===== src/rtl/mcmp_pkg.sv =====
// Shared types and constants for the MIDI channel message parser.
// No dependencies; used by mcmp_core and midi_channel_message_parser_top.
package mcmp_pkg;

  localparam int unsigned ByteW  = 8;
  localparam int unsigned DataW  = 7;
  localparam int unsigned ChanW  = 4;
  localparam int unsigned KindW  = 3;
  localparam int unsigned EventW = KindW + ChanW + 2 * DataW;
  localparam int unsigned OutW   = ((EventW + 7) / 8) * 8;

  typedef enum logic [KindW-1:0] {
    KIND_NOTE_OFF = 3'd0,
    KIND_NOTE_ON  = 3'd1,
    KIND_CC       = 3'd2,
    KIND_PB       = 3'd3,
    KIND_PRESSURE = 3'd4,
    KIND_PC       = 3'd5
  } event_kind_t;

  // upper nibble of channel voice status bytes
  localparam logic [3:0] NIB_NOTE_OFF = 4'h8;
  localparam logic [3:0] NIB_NOTE_ON  = 4'h9;
  localparam logic [3:0] NIB_POLY_AT  = 4'hA;
  localparam logic [3:0] NIB_CC       = 4'hB;
  localparam logic [3:0] NIB_PC       = 4'hC;
  localparam logic [3:0] NIB_PRESSURE = 4'hD;
  localparam logic [3:0] NIB_PB       = 4'hE;

  localparam logic [ByteW-1:0] BYTE_SYSEX_START = 8'hF0;
  localparam logic [ByteW-1:0] BYTE_SYSEX_END   = 8'hF7;
  localparam logic [ByteW-1:0] BYTE_REALTIME    = 8'hF8;

  typedef struct packed {
    logic              hit;
    event_kind_t       kind;
    logic [ChanW-1:0]  channel;
    logic [DataW-1:0]  first_data;
    logic [DataW-1:0]  second_data;
  } mcmp_event_t;

endpackage


===== src/rtl/midi_channel_message_parser_top.sv =====
// MIDI channel message parser: input byte register, mcmp_core, event register.
// Depends on mcmp_pkg and mcmp_core.
//
//   channel   dir  tdata (low bit up)                                  width
//   s_axis    in   byte_in[7:0]                                        8
//   m_axis    out  event_kind[2:0] channel[6:3] first_data[13:7]       24
//                  second_data[20:14], zero fill [23:21]
//
// One byte per cycle is sustained while m_axis is not stalled; a byte waits in the input
// register and its event, if any, is loaded into the output register as the byte leaves.
// The parser state updates when the byte leaves the input register, which
// happens only when the output register is empty or being drained.
// Sync reset clears the parser control state and both valid flags.
// A stalled m_axis holds its word; s_axis stalls only once the input register
// is full behind it.
module midi_channel_message_parser_top (
  input  logic                         clk,
  input  logic                         rst,
  input  logic                         s_axis_tvalid,
  output logic                         s_axis_tready,
  input  logic [mcmp_pkg::ByteW-1:0]   s_axis_tdata,   // byte_in
  output logic                         m_axis_tvalid,
  input  logic                         m_axis_tready,
  output logic [mcmp_pkg::OutW-1:0]    m_axis_tdata    // event_kind, channel,
                                                        // first_data, second_data
);
  import mcmp_pkg::*;

  logic             in_valid;
  logic [ByteW-1:0] in_byte;
  logic             advance;
  mcmp_event_t      evt;
  mcmp_event_t      out_evt;

  assign advance       = in_valid && (!m_axis_tvalid || m_axis_tready);
  assign s_axis_tready = !in_valid || advance;

  always_ff @(posedge clk) begin
    if (rst) begin
      in_valid <= 1'b0;
    end else if (s_axis_tready) begin
      in_valid <= s_axis_tvalid;
    end
  end

  always_ff @(posedge clk) begin
    if (s_axis_tready && s_axis_tvalid) begin
      in_byte <= s_axis_tdata;
    end
  end

  mcmp_core u_core (
    .clk     (clk),
    .rst     (rst),
    .step    (advance),
    .byte_in (in_byte),
    .evt     (evt)
  );

  always_ff @(posedge clk) begin
    if (rst) begin
      m_axis_tvalid <= 1'b0;
    end else if (advance) begin
      m_axis_tvalid <= evt.hit;
    end else if (m_axis_tready) begin
      m_axis_tvalid <= 1'b0;
    end
  end

  always_ff @(posedge clk) begin
    if (advance && evt.hit) begin
      out_evt <= evt;
    end
  end

  assign m_axis_tdata = {{(OutW - EventW){1'b0}}, out_evt.second_data,
                         out_evt.first_data, out_evt.channel, out_evt.kind};

  // held input byte must not be lost while the core is blocked
  a_in_hold: assert property (@(posedge clk) disable iff (rst)
    in_valid && !advance |=> in_valid && $stable(in_byte))
    else $error("input register overwritten while stalled");

  a_note_on_vel: assert property (@(posedge clk) disable iff (rst)
    m_axis_tvalid && out_evt.kind == KIND_NOTE_ON |-> out_evt.second_data != '0)
    else $error("note-on with zero velocity");

  a_one_byte_msg: assert property (@(posedge clk) disable iff (rst)
    m_axis_tvalid && (out_evt.kind == KIND_PC || out_evt.kind == KIND_PRESSURE)
    |-> out_evt.second_data == '0)
    else $error("one-byte message with nonzero second data");

  // an event reaches the output only from a byte that advanced last cycle
  a_out_source: assert property (@(posedge clk) disable iff (rst)
    $rose(m_axis_tvalid) |-> $past(advance))
    else $error("event appeared without a processed byte");

endmodule


===== src/rtl/mcmp_core.sv =====
// Parser state (running status, SysEx flag, data collection) and byte decode.
// Depends on mcmp_pkg. Event output is combinational from state, byte and step.
module mcmp_core (
  input  logic                         clk,
  input  logic                         rst,
  input  logic                         step,
  input  logic [mcmp_pkg::ByteW-1:0]   byte_in,
  output mcmp_pkg::mcmp_event_t        evt
);
  import mcmp_pkg::*;

  logic             sysex_active, sysex_active_next;
  logic             rs_valid, rs_valid_next;
  logic [ByteW-1:0] running_status, running_status_next;
  logic             need_two, need_two_next;
  logic             bytes_held, bytes_held_next;
  logic [DataW-1:0] data_store, data_store_next;

  logic [3:0]       rs_nib;
  logic [DataW-1:0] d1, d2;

  assign rs_nib = running_status[7:4];

  always_comb begin
    sysex_active_next   = sysex_active;
    rs_valid_next       = rs_valid;
    running_status_next = running_status;
    need_two_next       = need_two;
    bytes_held_next     = bytes_held;
    data_store_next     = data_store;
    d1                  = bytes_held ? data_store : byte_in[DataW-1:0];
    d2                  = need_two ? byte_in[DataW-1:0] : '0;
    evt                 = '0;
    evt.channel         = running_status[ChanW-1:0];
    evt.first_data      = d1;
    evt.second_data     = d2;

    priority if (byte_in >= BYTE_REALTIME) begin
      // realtime: no effect, even inside SysEx
    end else if (byte_in == BYTE_SYSEX_START) begin
      sysex_active_next = 1'b1;
      rs_valid_next     = 1'b0;
    end else if (byte_in == BYTE_SYSEX_END) begin
      sysex_active_next = 1'b0;
    end else if (sysex_active) begin
      // skipped SysEx payload
    end else if (byte_in >= BYTE_SYSEX_START) begin
      rs_valid_next = 1'b0;
    end else if (byte_in[7]) begin
      rs_valid_next       = 1'b1;
      running_status_next = byte_in;
      need_two_next       = !(byte_in[7:4] == NIB_PC || byte_in[7:4] == NIB_PRESSURE);
      bytes_held_next     = 1'b0;
    end else if (rs_valid) begin
      if (!bytes_held && need_two) begin
        bytes_held_next = 1'b1;
        data_store_next = byte_in[DataW-1:0];
      end else begin
        bytes_held_next = 1'b0;
        if (!bytes_held) data_store_next = byte_in[DataW-1:0];
        evt.hit = step;
        unique case (rs_nib)
          NIB_NOTE_ON:  evt.kind = (d2 != '0) ? KIND_NOTE_ON : KIND_NOTE_OFF;
          NIB_NOTE_OFF: evt.kind = KIND_NOTE_OFF;
          NIB_CC:       evt.kind = KIND_CC;
          NIB_PB:       evt.kind = KIND_PB;
          NIB_PRESSURE: evt.kind = KIND_PRESSURE;
          NIB_PC:       evt.kind = KIND_PC;
          default: begin
            // poly aftertouch completes with no event
            evt.hit  = 1'b0;
            evt.kind = KIND_NOTE_OFF;
          end
        endcase
      end
    end else begin
      // data byte with no running status: dropped
    end
  end

  always_ff @(posedge clk) begin
    if (rst) begin
      sysex_active <= 1'b0;
      rs_valid     <= 1'b0;
      need_two     <= 1'b0;
      bytes_held   <= 1'b0;
    end else if (step) begin
      sysex_active <= sysex_active_next;
      rs_valid     <= rs_valid_next;
      need_two     <= need_two_next;
      bytes_held   <= bytes_held_next;
    end
  end

  always_ff @(posedge clk) begin
    if (step) begin
      running_status <= running_status_next;
      data_store     <= data_store_next;
    end
  end

endmodule


===== config.mk =====
export PLATFORM = sky130hd
export DESIGN_NAME = midi_channel_message_parser_top
export DESIGN_NICKNAME = d
export VERILOG_FILES = /design/src/rtl/mcmp_pkg.sv /design/src/rtl/midi_channel_message_parser_top.sv /design/src/rtl/mcmp_core.sv
export SDC_FILE = /design/constraint.sdc
export NUM_CORES = 1
export LEC_CHECK = 0
export BUFFER_PORTS_ARGS = -buffer_cell sky130_fd_sc_hd__buf_2
export CAP_MARGIN = 20
export CORE_MARGIN = 2
export CORE_UTILIZATION = 45
export CTS_BUF_LIST = sky130_fd_sc_hd__clkbuf_2
export CTS_CLUSTER_DIAMETER = 150
export DETAILED_ROUTE_END_ITERATION = 10
export HOLD_SLACK_MARGIN = 0.1
export PLACE_DENSITY = 0.67
export SLEW_MARGIN = 25
export SYNTH_ARGS = -nofsm -noshare
export SYNTH_HDL_FRONTEND = slang
export SYNTH_SLANG_ARGS = --single-unit

===== constraint.sdc =====
create_clock -name clk -period 2.2 [get_ports clk]
set_input_delay 0.44 -clock clk [delete_from_list [all_inputs] [get_ports clk]]
set_output_delay 0.44 -clock clk [all_outputs]
set_load 0.03 [all_outputs]

==> results of run 1 <==
Yosys cell counts (all sizes together), types with 2 or more instances:
cell | instances | area [µm²]
nand4 | 2 | 12.51
nor2b | 3 | 18.77
buf | 4 | 27.52
nor3b | 2 | 15.01
nand2 | 4 | 15.01
or4 | 3 | 26.27
dfxtp | 6 | 120.1
nand4b | 2 | 17.52
mux2 | 8 | 90.09
nand2b | 4 | 25.02
and2 | 8 | 51.30
edfxtp | 43 | 1291
a21oi | 5 | 25.02
nor2 | 7 | 26.28
stage by stage:
step,utilization [%],area [µm²]
after floorplan,-,1873
after detailed placement,52.42,2097
after CTS,53.52,2141
after global routing,53.52,2141
after global placement,52.42,2097
final,53.52,2141
layer usage:
metal  vias up  GRT usage [%]  part of all wire (%)
li1        512              -                     -
met1       494          20.26                    42
met2        47          23.68                    48
met3         9          3.289                   7.2
met4         0          9.000                   2.8
met5         -              0                     0
where the power goes:
group | switching [mW] | total [mW] | internal, mW | leakage, nW
Sequential | 0.0243 | 1.06 | 1.03 | 0.462
Clock | 0.277 | 0.363 | 0.0862 | 0.0334
Combinational | 0.0370 | 0.0661 | 0.0291 | 0.300
cell usage in the layout (no fill, tap or decap), types with 2 or more instances in the layout:
cell type and n:
conb_1 3, a21oi_1 5, edfxtp_1 43, and2_1 7, nand2b_1 4, mux2_2 8
nor2b_1 3, dfxtp_1 6, nor2_1 7, nand4_1 2, buf_2 34, clkbuf_2 6
buf_4 3, nand4b_1 2, nor3b_1 2, or4_1 2, nand2_1 4
flip-flops by register name, summed over array words and instances (netlist names), 7 cells and up:
signal                 count
m_axis_tdata              21
u_core.running_status      7
u_core.data_store          7
in_byte                    8
worst register-to-register path: cells and delay by family, from the launching register on:
| kind | cells | cell delay, ns |
|---|---|---|
| AOI/OAI and AO/OA | 1 | 0.07 |
| and+or+nand+nor | 3 | 1.08 |
| DFF | 1 | 0.49 |
cells by family after synthesis:
kind of cell	Yosys count
DFF	49
muxes	9
other	1
buffers and inverters	6
and+or+nand+nor	41
xor gates and xnor gates	1
AOI/OAI and AO/OA	9
layout make-up:
class | count | area (µm²)
Fill cell | 344 | 1859
Sequential cell | 49 | 1411
Multi-Input combinational cell | 63 | 426.7
Timing Repair Buffer | 37 | 192.7
Tap cell | 50 | 62.56
Clock buffer | 6 | 30.03
Clock inverter | 2 | 13.76
Inverter | 1 | 3.754
path summary, 6_finish.rpt:
kind / start / end / slack [ns] / depth (start not counted)
worst max-delay path: in_byte[2] / m_axis_tdata[0] / 0.36 / 4
worst min-delay path: s_axis_tdata[0] / in_byte[0] / 0.17 / 1
worst max register to register: in_byte[2] / m_axis_tdata[0] / 0.36 / 4
worst min register to register: u_core.running_status[3] / m_axis_tdata[6] / 0.46 / 0
==> metrics, run 1 <==
dpl cells 200; 1st-pass router iterations 5; synthesized cell area about 1900 µm²; Die Height 68.39 µm; xor/xnor cell area share of the yosys netlist less than 1%; placed wire-length estimate roughly 2.2 mm; MaxCap Viol Count 0; Die Footprint ~4700 µm²; CP max-delay cell or4_4; io pins 38; ys flop type edfxtp_1; vias per cell ~5; Final nets 169; CTS Buffer Depth 2; Worst VDD drop 0.4558 mV; fraction of synthesized area in multiplexers 5.366%; # hold bufs at CTS 0; unrepaired setup endpoints after global routing false; yosys warns 0; Avg WL per Cell 14.88 µm; Worst Max-Slew Pin Slew ~0.56 ns; Crit Path Category reg2reg; layout cell share with drive strength beyond 1 a little over a third; Post-Layout Cell Count 208; pre-CTS setup slack 0.3879 ns; vias in the first global route 1038; cts repair resizes 0; Power Dens Cells 694.5 nW/µm²; Core ar. roughly 4000 µm²; final hold slack 0.1719 ns; clock-pin slew of the registers on the worst-case setup and hold paths 0.23 ns; Seq cells post-synth 49; Final Slew Violations 0; relative slew slack 62.16%; total length of routed wires 3.095 mm; chip width 68.39 µm; total CTS buffers 5; Post-synth ARST share 0%; Pleak 0.7956 nW; register area share after synthesis 75.65%; min Tclk post-route between 1.5 and 2 ns; initial antenna violation count 0; global-route wire length before repair just over 5 mm; Via Count 1062; Startpoint Class flip-flop; Compound-Gate Fraction of Synth Area about 3%; num rows 23; Starting Density between 40% and 50%; HP Class in2reg; unique cell type count in the Yosys netlist 32; crit path max fanout 5; final setup vio count 0; mean post-synth cell area 16.08 µm²; post-CTS setup buffers 0; Clock Sink Count 49; drt first-iter violations 52; Data required, critical path about 2.4 ns; Fin. Hold Viols 0; root buffer cell clkbuf_2; CTS H-tree depth 2; IO Port Bufs 34; EDFF count, synth 43; crit path buf inv count 0; setup_tns 0 ns; Post-Syn Instances around 120; final worst-path cycle share between 80 and 90%; DR DRC count 0; max frequency 544.0 MHz; GPL Wtd Cong 0.7539; final antenna-violating net count 0; Worst Skew 0.009384 ns; cell family with most CP delay simple AND/OR/NAND/NOR gates; n_diodes 0; setup ws final 0.3618 ns; area growth from synthesis to layout 14.76%; GRT Util Overall 15.46%; total power between 1 and 1.5 mW; crit end category flip-flop; total gr overflow 0; main combinational cell family by area after synthesis simple AND/OR/NAND/NOR gates; Synth Area in Adders 0%; Worst-Skew Late Latency 0.42 ns; CP arrival roughly 2.1 ns; CTS tree done; Worst path max stage delay 0.57 ns; simple-gate share of the synthesized area 13.41%; status complete, no violations; cell chain of the critical path or4_4, or4_1, nand4_1, a21oi_1; largest net degree at the start of global routing 22
Power figures use the tool's default switching activity.
==> run 2: changes to the inputs <==
==> constraint.sdc (replaced) <==
create_clock -name clk -period 1.9 [get_ports clk]
set_input_delay 0.38 -clock clk [delete_from_list [all_inputs] [get_ports clk]]
set_output_delay 0.38 -clock clk [all_outputs]
set_load 0.03 [all_outputs]
==> metrics, run 2 (same netlist as run 1, synthesis figures left out) <==
Final Slew Violations 0 (unchanged); total gr overflow 0 (unchanged); CTS H-tree depth 2 (unchanged); clock-pin slew of the registers on the worst-case setup and hold paths 0.25 ns (+0.02 ns); CP arrival 2.03 ns (-0.02 ns); crit path max fanout 5 (unchanged); vias in the first global route 1181 (+14%); Worst-Skew Late Latency 0.44 ns (+0.02 ns); Worst path max stage delay 0.51 ns (-0.06 ns); min Tclk post-route 1.814 ns (-0.02420 ns); largest net degree at the start of global routing 22 (unchanged); Clock Sink Count 49 (unchanged); total power 1.761 mW (+18%); io pins 38 (unchanged); 1st-pass router iterations 4 (-1); HP Class in2reg; CTS tree done; max reg flops 21 (unchanged); dpl cell area 2142 µm² (+2.1%); cell family with most CP delay simple AND/OR/NAND/NOR gates; Core ar. 4000 µm² (unchanged); Crit Path Category reg2reg; IO Port Bufs 34 (unchanged); fillcell total 344 (unchanged); MaxCap Viol Count 0 (unchanged); Die Footprint 4677 µm² (unchanged); Data required, critical path 2.12 ns (-0.29 ns); Avg WL per Cell 15.80 µm (+6.2%); final worst-path cycle share 95.47% (+12 points); vias per cell 5.086 (-0.40%); max frequency 551.3 MHz (+1.3%); root buffer cell clkbuf_2; DR DRC count 0 (unchanged); layout cell share with drive strength beyond 1 36.63% (+1.2 points); final setup vio count 0 (unchanged); CP max-delay cell or4_4; Final Cell Area 2272 µm² (+6.1%); num rows 23 (unchanged); cell chain of the critical path or4_4, or4_1, nand4_1, a21oi_1; chip width 68.39 µm (unchanged); Pleak 0.8447 nW (+6.2%); GPL Wtd Cong 0.7893 (+4.7%); Starting Density 46.64% (unchanged); GRT Util Overall 17.38% (+1.9 points); Startpoint Class flip-flop; crit path buf inv count 0 (unchanged); placed wire-length estimate 2.319 mm (+6.4%); most frequent cells in the layout edfxtp_1 (43), buf_2 (34), buf_4 (9); global-route wire length before repair 5.595 mm (+11%); Fin. Hold Viols 0 (unchanged); total length of routed wires 3.508 mm (+13%); Finished Core Util 56.80% (+3.3 points); n_diodes 0 (unchanged); drt first-iter violations 55 (+5.8%); area growth from synthesis to layout 21.80%; Final nets 183 (+8.3%); Power Dens Cells 774.9 nW/µm² (+12%); setup_tns 0 ns (unchanged); Via Count 1129 (+6.3%); commonest non-fill, non-tap cell in the layout edfxtp_1; final antenna-violating net count 0 (unchanged); Die Height 68.39 µm (unchanged); CTS Buffer Depth 2 (unchanged); Worst VDD drop 0.4729 mV (+3.8%); Worst Skew 0.01849 ns (+0.009103 ns); total CTS buffers 5 (unchanged); initial antenna violation count 0 (unchanged); crit end category flip-flop; status complete, no violations; unrepaired setup endpoints after global routing false
-- run 2: changes by cell type in the layout (fill, tap and decap cells not counted) --
cell | before | now
buf_4 | 3 | 9
clkbuf_2 | 6 | 5
clkinvlp_4 | 0 | 2
dlygate4sd3_1 | 0 | 8
inv_1 | 1 | 0
-- run 2: repair_timing --
item,CTS,global route
setup buffers,0,0
hold buffers,8,0
setup endpoints to repair,0,21
hold endpoints to repair,8,0
gates resized for setup,0,1
-- run 2: worst register-to-register path, delay by kind of cell (launching register included) --
kind | cells | cell delay, ns
AOI/OAI and AO/OA | 1 | 0.06
DFF | 1 | 0.50
and+or+nand+nor | 3 | 1.02
-- run 2: final timing paths --
path                            start             endpoint  slack [ns]  cells past startpoint
min reg2reg  u_core.running_status[2]      m_axis_tdata[5]        0.46                      0
max                        in_byte[0]      m_axis_tdata[0]        0.09                      4
max reg2reg                in_byte[0]      m_axis_tdata[0]        0.09                      4
min                               rst  u_core.sysex_active        0.15                      2
-- run 2: per-stage QoR --
step	hold slack [ns]	std cells	setup WS (ns)
finish	0.1539	222	0.08604
global route	0.1029	222	0.01397
CTS	0.1411	222	0.08748
detailed placement	0.4063	206	0.1135
global placement	0.4059	206	0.1529
floorplan	0.4003	118	0.1394
-- run 2: final cells by class --
type	count	area [µm²]	area share, %
sequential	49	1411	62.11
multi-input combinational	63	426.7	18.78
timing repair buffer	51	317.8	13.99
tap	50	62.56	2.753
clock buffer	5	25.02	1.101
clock inverter	3	21.27	0.9361
inverter	1	7.507	0.3304
-- run 2: layer usage --
layer,global-route usage [%],vias up,part of all wire (%)
li1,-,540,-
met1,18.78,531,39
met2,29.81,51,53
met3,5.263,7,6.1
met4,10.25,0,1.7
met5,0,-,0
-- run 2: power by group --
part / leakage [nW] / total [mW] / internal (mW) / switching, mW
clock: 0.0294 / 0.431 / 0.0930 / 0.338
combinational: 0.353 / 0.113 / 0.0550 / 0.0582
sequential: 0.462 / 1.22 / 1.20 / 0.0206
total: 0.845 / 1.76 / 1.34 / 0.416
==> run 3: changes to the inputs <==
--- a/config.mk
+++ b/config.mk
@@ -8,12 +8,11 @@
 export BUFFER_PORTS_ARGS = -buffer_cell sky130_fd_sc_hd__buf_2
 export CAP_MARGIN = 20
 export CORE_MARGIN = 2
-export CORE_UTILIZATION = 45
+export CORE_UTILIZATION = 36
 export CTS_BUF_LIST = sky130_fd_sc_hd__clkbuf_2
 export CTS_CLUSTER_DIAMETER = 150
 export DETAILED_ROUTE_END_ITERATION = 10
 export HOLD_SLACK_MARGIN = 0.1
-export PLACE_DENSITY = 0.67
 export SLEW_MARGIN = 25
 export SYNTH_ARGS = -nofsm -noshare
 export SYNTH_HDL_FRONTEND = slang
==> constraint.sdc (replaced) <==
create_clock -name clk -period 1.9 [get_ports clk]
set_input_delay 0.57 -clock clk [delete_from_list [all_inputs] [get_ports clk]]
set_output_delay 0.57 -clock clk [all_outputs]
set_load 0.03 [all_outputs]
==> metrics, run 3 (same netlist as run 1, synthesis figures left out) <==
1st-pass router iterations 4 (unchanged); root buffer cell clkbuf_2; Core ar. 5042 µm² (+26%); met1 Track Usage GR 15.30% (-3.5 points); Final nets 174 (-4.9%); CP max-delay cell or4_4; drt first-iter violations 49 (-11%); max frequency 552.5 MHz (+0.21%); final antenna-violating net count 0 (unchanged); setup ws final 0.08993 ns (+0.003883 ns); Via Count 1097 (-2.8%); Die Height 75.99 µm (+11%); io pins 38 (unchanged); Power Dens Cells 826.8 nW/µm² (+6.7%); M3 GR Usage 3.436% (-1.8 points); total gr overflow 0 (unchanged); chip width 75.99 µm (+11%); final setup vio count 0 (unchanged); status complete, no violations; fillcell total 455 (+32%); Startpoint Class flip-flop; n_diodes 0 (unchanged); switching power 398.3 µW (-4.3%); global-route wire length before repair 5.340 mm (-4.6%); area growth from synthesis to layout 20.19%; GRT Util Overall 12.08% (-5.3 points); total length of routed wires 3.188 mm (-9.1%); clock-pin slew of the registers on the worst-case setup and hold paths 0.24 ns (about the same); met2 usage 18.21% (-12 points); Sw Ratio 21.49% (-2.2 points); Worst Skew 0.02217 ns (+0.003685 ns); CTS H-tree depth 2 (unchanged); min Tclk post-route 1.810 ns (-0.003883 ns); CTS Buffer Depth 2 (unchanged); most crowded layer after global routing met2; Sequential Power Share 65.8% (-3.3 points); Avg WL per Cell 13.68 µm (-13%); Clock Sink Count 49 (unchanged); unrepaired setup endpoints after global routing false; cts repair resizes 0 (unchanged); HP Class in2reg; vias in the first global route 1120 (-5.2%); setup_tns 0 ns (unchanged); max reg flops 21 (unchanged); Clk pwr share 29.2% (+4.7 points); Worst path max stage delay 0.52 ns (about the same); Worst VDD drop 0.5003 mV (+5.8%); total CTS buffers 5 (unchanged); # hold bufs at CTS 0 (-8); Data required, critical path 2.13 ns (about the same); crit end category flip-flop; crit path buf inv count 0 (unchanged); cell chain of the critical path or4_4, or4_1, nand4_1, a21oi_1; DR DRC count 0 (unchanged); Pleak 0.8272 nW (-2.1%); Die Footprint 5774 µm² (+23%); largest net degree at the start of global routing 22 (unchanged); Final Slew Violations 0 (unchanged); commonest non-fill, non-tap cell in the layout edfxtp_1; Crit Path Category reg2reg; CP arrival 2.04 ns (about the same); cell internal pwr 1.455 mW (+8.3%); placed wire-length estimate 2.263 mm (-2.4%); pre-CTS setup slack 0.07640 ns (-0.03715 ns); IO Port Bufs 34 (unchanged); cell family with most CP delay simple AND/OR/NAND/NOR gates; initial antenna violation count 0 (unchanged); Fin. Hold Viols 0 (unchanged); post-CTS setup buffers 0 (unchanged); GPL Wtd Cong 0.7524 (-4.7%); final worst-path cycle share 95.27% (-0.20 points); Starting Density 37.00% (-9.6 points); layout cell share with drive strength beyond 1 38.04% (+1.4 points); Worst-Skew Late Latency 0.43 ns (about the same); CTS tree done; MaxCap Viol Count 0 (unchanged); vias per cell 4.708 (-7.4%); Combinational Power Share 5.0% (-1.4 points); most frequent cells in the layout edfxtp_1 (43), buf_2 (34), mux2_2 (8); crit path max fanout 5 (unchanged); num rows 26 (+13%)
-- run 3: final timing paths --
check / from / end / slack (ns) / cells past startpoint
worst max-delay path: in_byte[0] / m_axis_tdata[0] / 0.09 / 4
worst min-delay path: s_axis_tdata[6] / in_byte[6] / 0.30 / 1
worst max register to register: in_byte[0] / m_axis_tdata[0] / 0.09 / 4
worst min register to register: u_core.running_status[1] / m_axis_tdata[4] / 0.46 / 0
-- run 3: metrics by stage --
step / instances / power, mW / hold slack, ns / util (%) / area (µm²)
global placement: 225 / 1.331 / 0.4038 / 43.08 / 2172
finish: 233 / 1.854 / 0.3049 / 44.47 / 2242
global route: 233 / 1.936 / 0.2453 / 44.47 / 2242
detailed placement: 225 / 1.336 / 0.4102 / 43.08 / 2172
floorplan: 118 / 1.295 / 0.4003 / - / 1873
CTS: 233 / 1.871 / 0.2873 / 44.39 / 2238
-- run 3: power groups by stage --
stage | Clock (mW) | Combinational, mW | Sequential [mW]
2_1_floorplan | 0 | 0.0555 | 1.24
3_3_place_gp | 0 | 0.0900 | 1.24
3_5_place_dp | 0 | 0.0928 | 1.24
4_1_cts | 0.558 | 0.0929 | 1.22
5_1_grt | 0.609 | 0.103 | 1.22
6_report | 0.541 | 0.0932 | 1.22
-- run 3: metal layers --
| layer | vias up | routed length, µm |
|---|---|---|
| met5 | - | 0 |
| met4 | 0 | 68 |
| met3 | 7 | 186 |
| met2 | 47 | 1481 |
| met1 | 520 | 1453 |
| li1 | 523 | - |
-- run 3: worst register-to-register path: stages (launching register included) --
cell and delay [ns]:
edfxtp_1 0.50, or4_4 0.52, or4_1 0.42, nand4_1 0.11, a21oi_1 0.08
-- run 3: area by class of cell --
class                      count  area, µm²  area share [%]
timing repair buffer          42      242.7           10.83
clock inverter                 3      41.29           1.842
sequential                    49       1413           63.00
clock buffer                   5      25.02           1.116
inverter                       1      3.754          0.1674
multi-input combinational     63      429.2           19.14
tap                           70      87.58           3.906
